### config.mk
export PLATFORM = sky130hd
export DESIGN_NAME = sgpm_ram
export DESIGN_NICKNAME = d
export VERILOG_FILES = /design/src/sv/sgpm_ram.sv
export SDC_FILE = /design/constraint.sdc
export NUM_CORES = 2
export LEC_CHECK = 0
export BUFFER_PORTS_ARGS = -buffer_cell sky130_fd_sc_hd__buf_4
export CORE_UTILIZATION = 40
export DETAILED_ROUTE_END_ITERATION = 10
export SLEW_MARGIN = 20
export SYNTH_ARGS = -nofsm -noshare
export SYNTH_HDL_FRONTEND = slang
export SYNTH_SLANG_ARGS = --single-unit
### constraint.sdc
create_clock -name clk_i -period 6.45 [get_ports clk_i]
set_clock_uncertainty 0.15 [all_clocks]
set_input_delay 1.29 -clock clk_i [delete_from_list [all_inputs] [get_ports clk_i]]
set_output_delay 1.29 -clock clk_i [all_outputs]
set_load 0.02 [all_outputs]
### src/sv/sgpm_ram.sv
// generic single write port, single read port ram with registered read
// used for the gamma table copies; no dependencies
module sgpm_ram #(
  parameter int unsigned WIDTH = 8,
  parameter int unsigned DEPTH = 256
) (
  input  logic                     clk_i,
  input  logic                     we_i,
  input  logic [$clog2(DEPTH)-1:0] waddr_i,
  input  logic [WIDTH-1:0]         wdata_i,
  input  logic                     re_i,
  input  logic [$clog2(DEPTH)-1:0] raddr_i,
  output logic [WIDTH-1:0]         rdata_o
);

  logic [WIDTH-1:0] mem_q [DEPTH];
  logic [WIDTH-1:0] rdata_q;

  always_ff @(posedge clk_i) begin
    if (we_i) begin
      mem_q[waddr_i] <= wdata_i;
    end
    if (re_i) begin
      rdata_q <= mem_q[raddr_i];
    end
  end

  assign rdata_o = rdata_q;

endmodule

==> metrics <==
met2 wirelength from detailed routing=96.14 mm; die area=200900 um2; number of flops mapped to enable cells by yosys=2056; share of total power consumed by net switching=a little over a fifth; Final Routed Wirelength=just over 200 mm; type of the setup path with the least slack=primary input to register; Total GRT Usage=20.11%; number of buffers inserted during clock tree synthesis=200; share of post-route cells with drive strength above 1=between 20% and 30%; Worst EP required=6.94 ns; final weighted congestion in routability-driven placement=0.8222; Avg Cell Area, Syn=21.33 um2; Period minus WS final=4.279 ns; Reg clk slew, reported paths=0.06 ns; portion of total power attributed to sequential cells=between 50% and 60%; WL per Instance=approximately 30 um; iteration count of the initial detailed-routing pass=5; unrepaired setup endpoints after global routing=no; Die Y=around 450 um; sequential-to-total area share from yosys stat=77.53%; source-to-sink clock delay at the later pin of the worst-skew pair=0.84 ns; yosys warns=0; largest net degree at the start of global routing=~170; number of storage elements in the synthesis netlist=between 2000 and 2500; final worst setup slack=2.171 ns; via count=between 30000 and 40000; clock share of power=between 40% and 50%; final max-slew violation count=0; vias in the first global route=38947; Final Hold Violating Endpoints=0; number of primary I/O pins=35; Worst setup EP type=register; slew of the pin with the lowest slew margin=around 1.2 ns; Std-Cell Core Area=around 200000 um2; worst voltage drop across the vdd grid=0.0002272 V; violation count after the first detailed-routing iteration=5187; clock tree from TritonCTS=done; final-layout setup total negative slack=0 ns; area share of the largest cell type after synthesis=77.53%; wire length on met1=82.13 mm; Vias/cell=5.808; # port buffers=34; TritonCTS Sinks=between 2000 and 2500; tightest slew margin relative to the limit=17.62%; number of gates resized after cts=0; worst slack, placed=about 1.2 ns; net count after synthesis=between 3000 and 4000; Post-CTS Setup Bufs=0; number of distinct standard cells referenced by the synthesized netlist=54; synthesized area=79640 um2; number of cells produced by synthesis=3733; die extent in x=448.2 um; combinational fraction of design power=approximately 5%; Antenna Violating Nets Remaining=0; Static Leakage=27.26 nW; maxcap violations=0; uppermost layer routed=met5; final-stage net count=3879; predominant post-synthesis flop cell=sky130_fd_sc_hd__edfxtp_1; detailed placement HPWL=122.9 mm; Critical Path Fanout Max=90; top post-synthesis cells by area=sky130_fd_sc_hd__edfxtp_1 78%, sky130_fd_sc_hd__mux4_2 13%, sky130_fd_sc_hd__mux2i_1 1.7%; class of the tightest hold or removal check=primary input to register; site row count=163; highest clock frequency the design can meet=233.7 MHz; Worst EP arrival=4.77 ns; wire length on met3=17.37 mm; run status=finished, final reports clean; CTS max path bufs=3; cell type contributing the most total cell area after synthesis=sky130_fd_sc_hd__edfxtp_1; synth-to-layout area growth=12.47%; global route total overflow=0; drc violations=0; period utilisation layout=66.34%; hold-fix buffer count after cts=0; net load switching power=5.935 mW; Root Buffer Master=sky130_fd_sc_hd__clkbuf_16; first-pass GRT wire length=288.3 mm; count of final setup violators=0; antenna violations before repair=12; internal power consumption=21.66 mW; number of H-tree branching levels=4; most common cell in the synthesized netlist=sky130_fd_sc_hd__edfxtp_1; Worst Setup Start Kind=primary input; power density over cell area=between 300 and 400 nW/um2; top cell types by occurrence after synthesis=2056 x sky130_fd_sc_hd__edfxtp_1, 454 x sky130_fd_sc_hd__mux4_2, 282 x sky130_fd_sc_hd__nor2_1; initial core utilization=40.30%; async set-or-reset flop fraction in the synthesized netlist=0%
path summary, 6_finish.rpt:
| kind | start | end | slack [ns] | depth (start not counted) |
|---|---|---|---|---|
| worst max-delay path | raddr_i[1] | rdata_o[1] | 2.17 | 8 |
| worst min-delay path | re_i | rdata_o[1] | 0.72 | 1 |
| worst max register to register | mem_q[25][3] | rdata_o[3] | 3.13 | 6 |
| worst min register to register | mem_q[33][5] | rdata_o[5] | 1.02 | 6 |
through the flow:
step	cells	util (%)	cell area (um2)	hold slack [ns]	total power, mW
2_1_floorplan	3733	-	79640	0.7142	15.75
3_3_place_gp	6286	42.04	83070	0.9721	16.38
3_5_place_dp	6290	42.08	83160	0.9729	16.40
4_1_cts	6662	45.31	89540	0.6644	27.77
5_1_grt	6664	45.32	89560	0.6822	28.32
6_report	6668	45.32	89570	0.7238	27.60
logic make-up (layout without fill, tap and decap cells):
logic type	after synthesis	after routing	synth area share [%]
flip-flops	2056	2056	77.53
buffers and inverters	235	524	1.829
AND/OR/NAND/NOR	466	466	2.625
multiplexers	591	591	14.60
other	0	6	0
AO/OA/AOI/OAI	385	385	3.416
placed cells by master (no fill, tap or decap), drive strengths merged, types with 31 or more instances in the layout:
| cell type | Yosys | routed |
|---|---|---|
| clkbuf | 111 | 245 |
| nor2 | 282 | 282 |
| edfxtp | 2056 | 2056 |
| buf | 122 | 149 |
| a22oi | 133 | 133 |
| clkinv | 1 | 92 |
| o221ai | 47 | 47 |
| nand2 | 33 | 33 |
| mux4 | 456 | 456 |
| nor2b | 31 | 31 |
| mux2i | 134 | 134 |
| a21oi | 96 | 96 |
| nand3 | 34 | 34 |
sequential cells by signal, indices dropped and copies added (netlist names):
| register | flops |
|---|---|
| mem_q | 2048 |
| rdata_o | 8 |
per-layer routing:
metal  global-route usage [%]  vias to the layer above
li1                         -                    15961
met1                    28.41                    20734
met2                    31.44                     1703
met3                    4.102                      327
met4                    6.225                        6
met5                        0                        -
worst max-delay path, cell delays in order:
cell and delay [ns]:
sky130_fd_sc_hd__buf_8 0.52, sky130_fd_sc_hd__buf_12 0.49, sky130_fd_sc_hd__mux4_2 0.35, sky130_fd_sc_hd__o22a_1 0.18, sky130_fd_sc_hd__o21ai_0 0.13, sky130_fd_sc_hd__a2111oi_1 0.93
sky130_fd_sc_hd__nor3_1 0.31, sky130_fd_sc_hd__nor4_1 0.35
area by class of cell:
class,count,area [um2]
Antenna cell,6,15.01
Clock inverter,127,1192
Timing Repair Buffer,150,1529
Inverter,2,7.507
Tap cell,2640,3303
Fill cell,16346,108100
Clock buffer,245,5195
Sequential cell,2056,61740
Multi-Input combinational cell,1442,16590
power by group through the flow:
stage          Clock, mW  Sequential [mW]  Combinational (mW)
2_1_floorplan          0             15.0               0.716
3_3_place_gp           0             15.0                1.34
3_5_place_dp           0             15.0                1.36
4_1_cts             11.7             14.8                1.36
5_1_grt             12.2             14.7                1.42
6_report            11.5             14.8                1.35
Power figures use the tool's default switching activity.
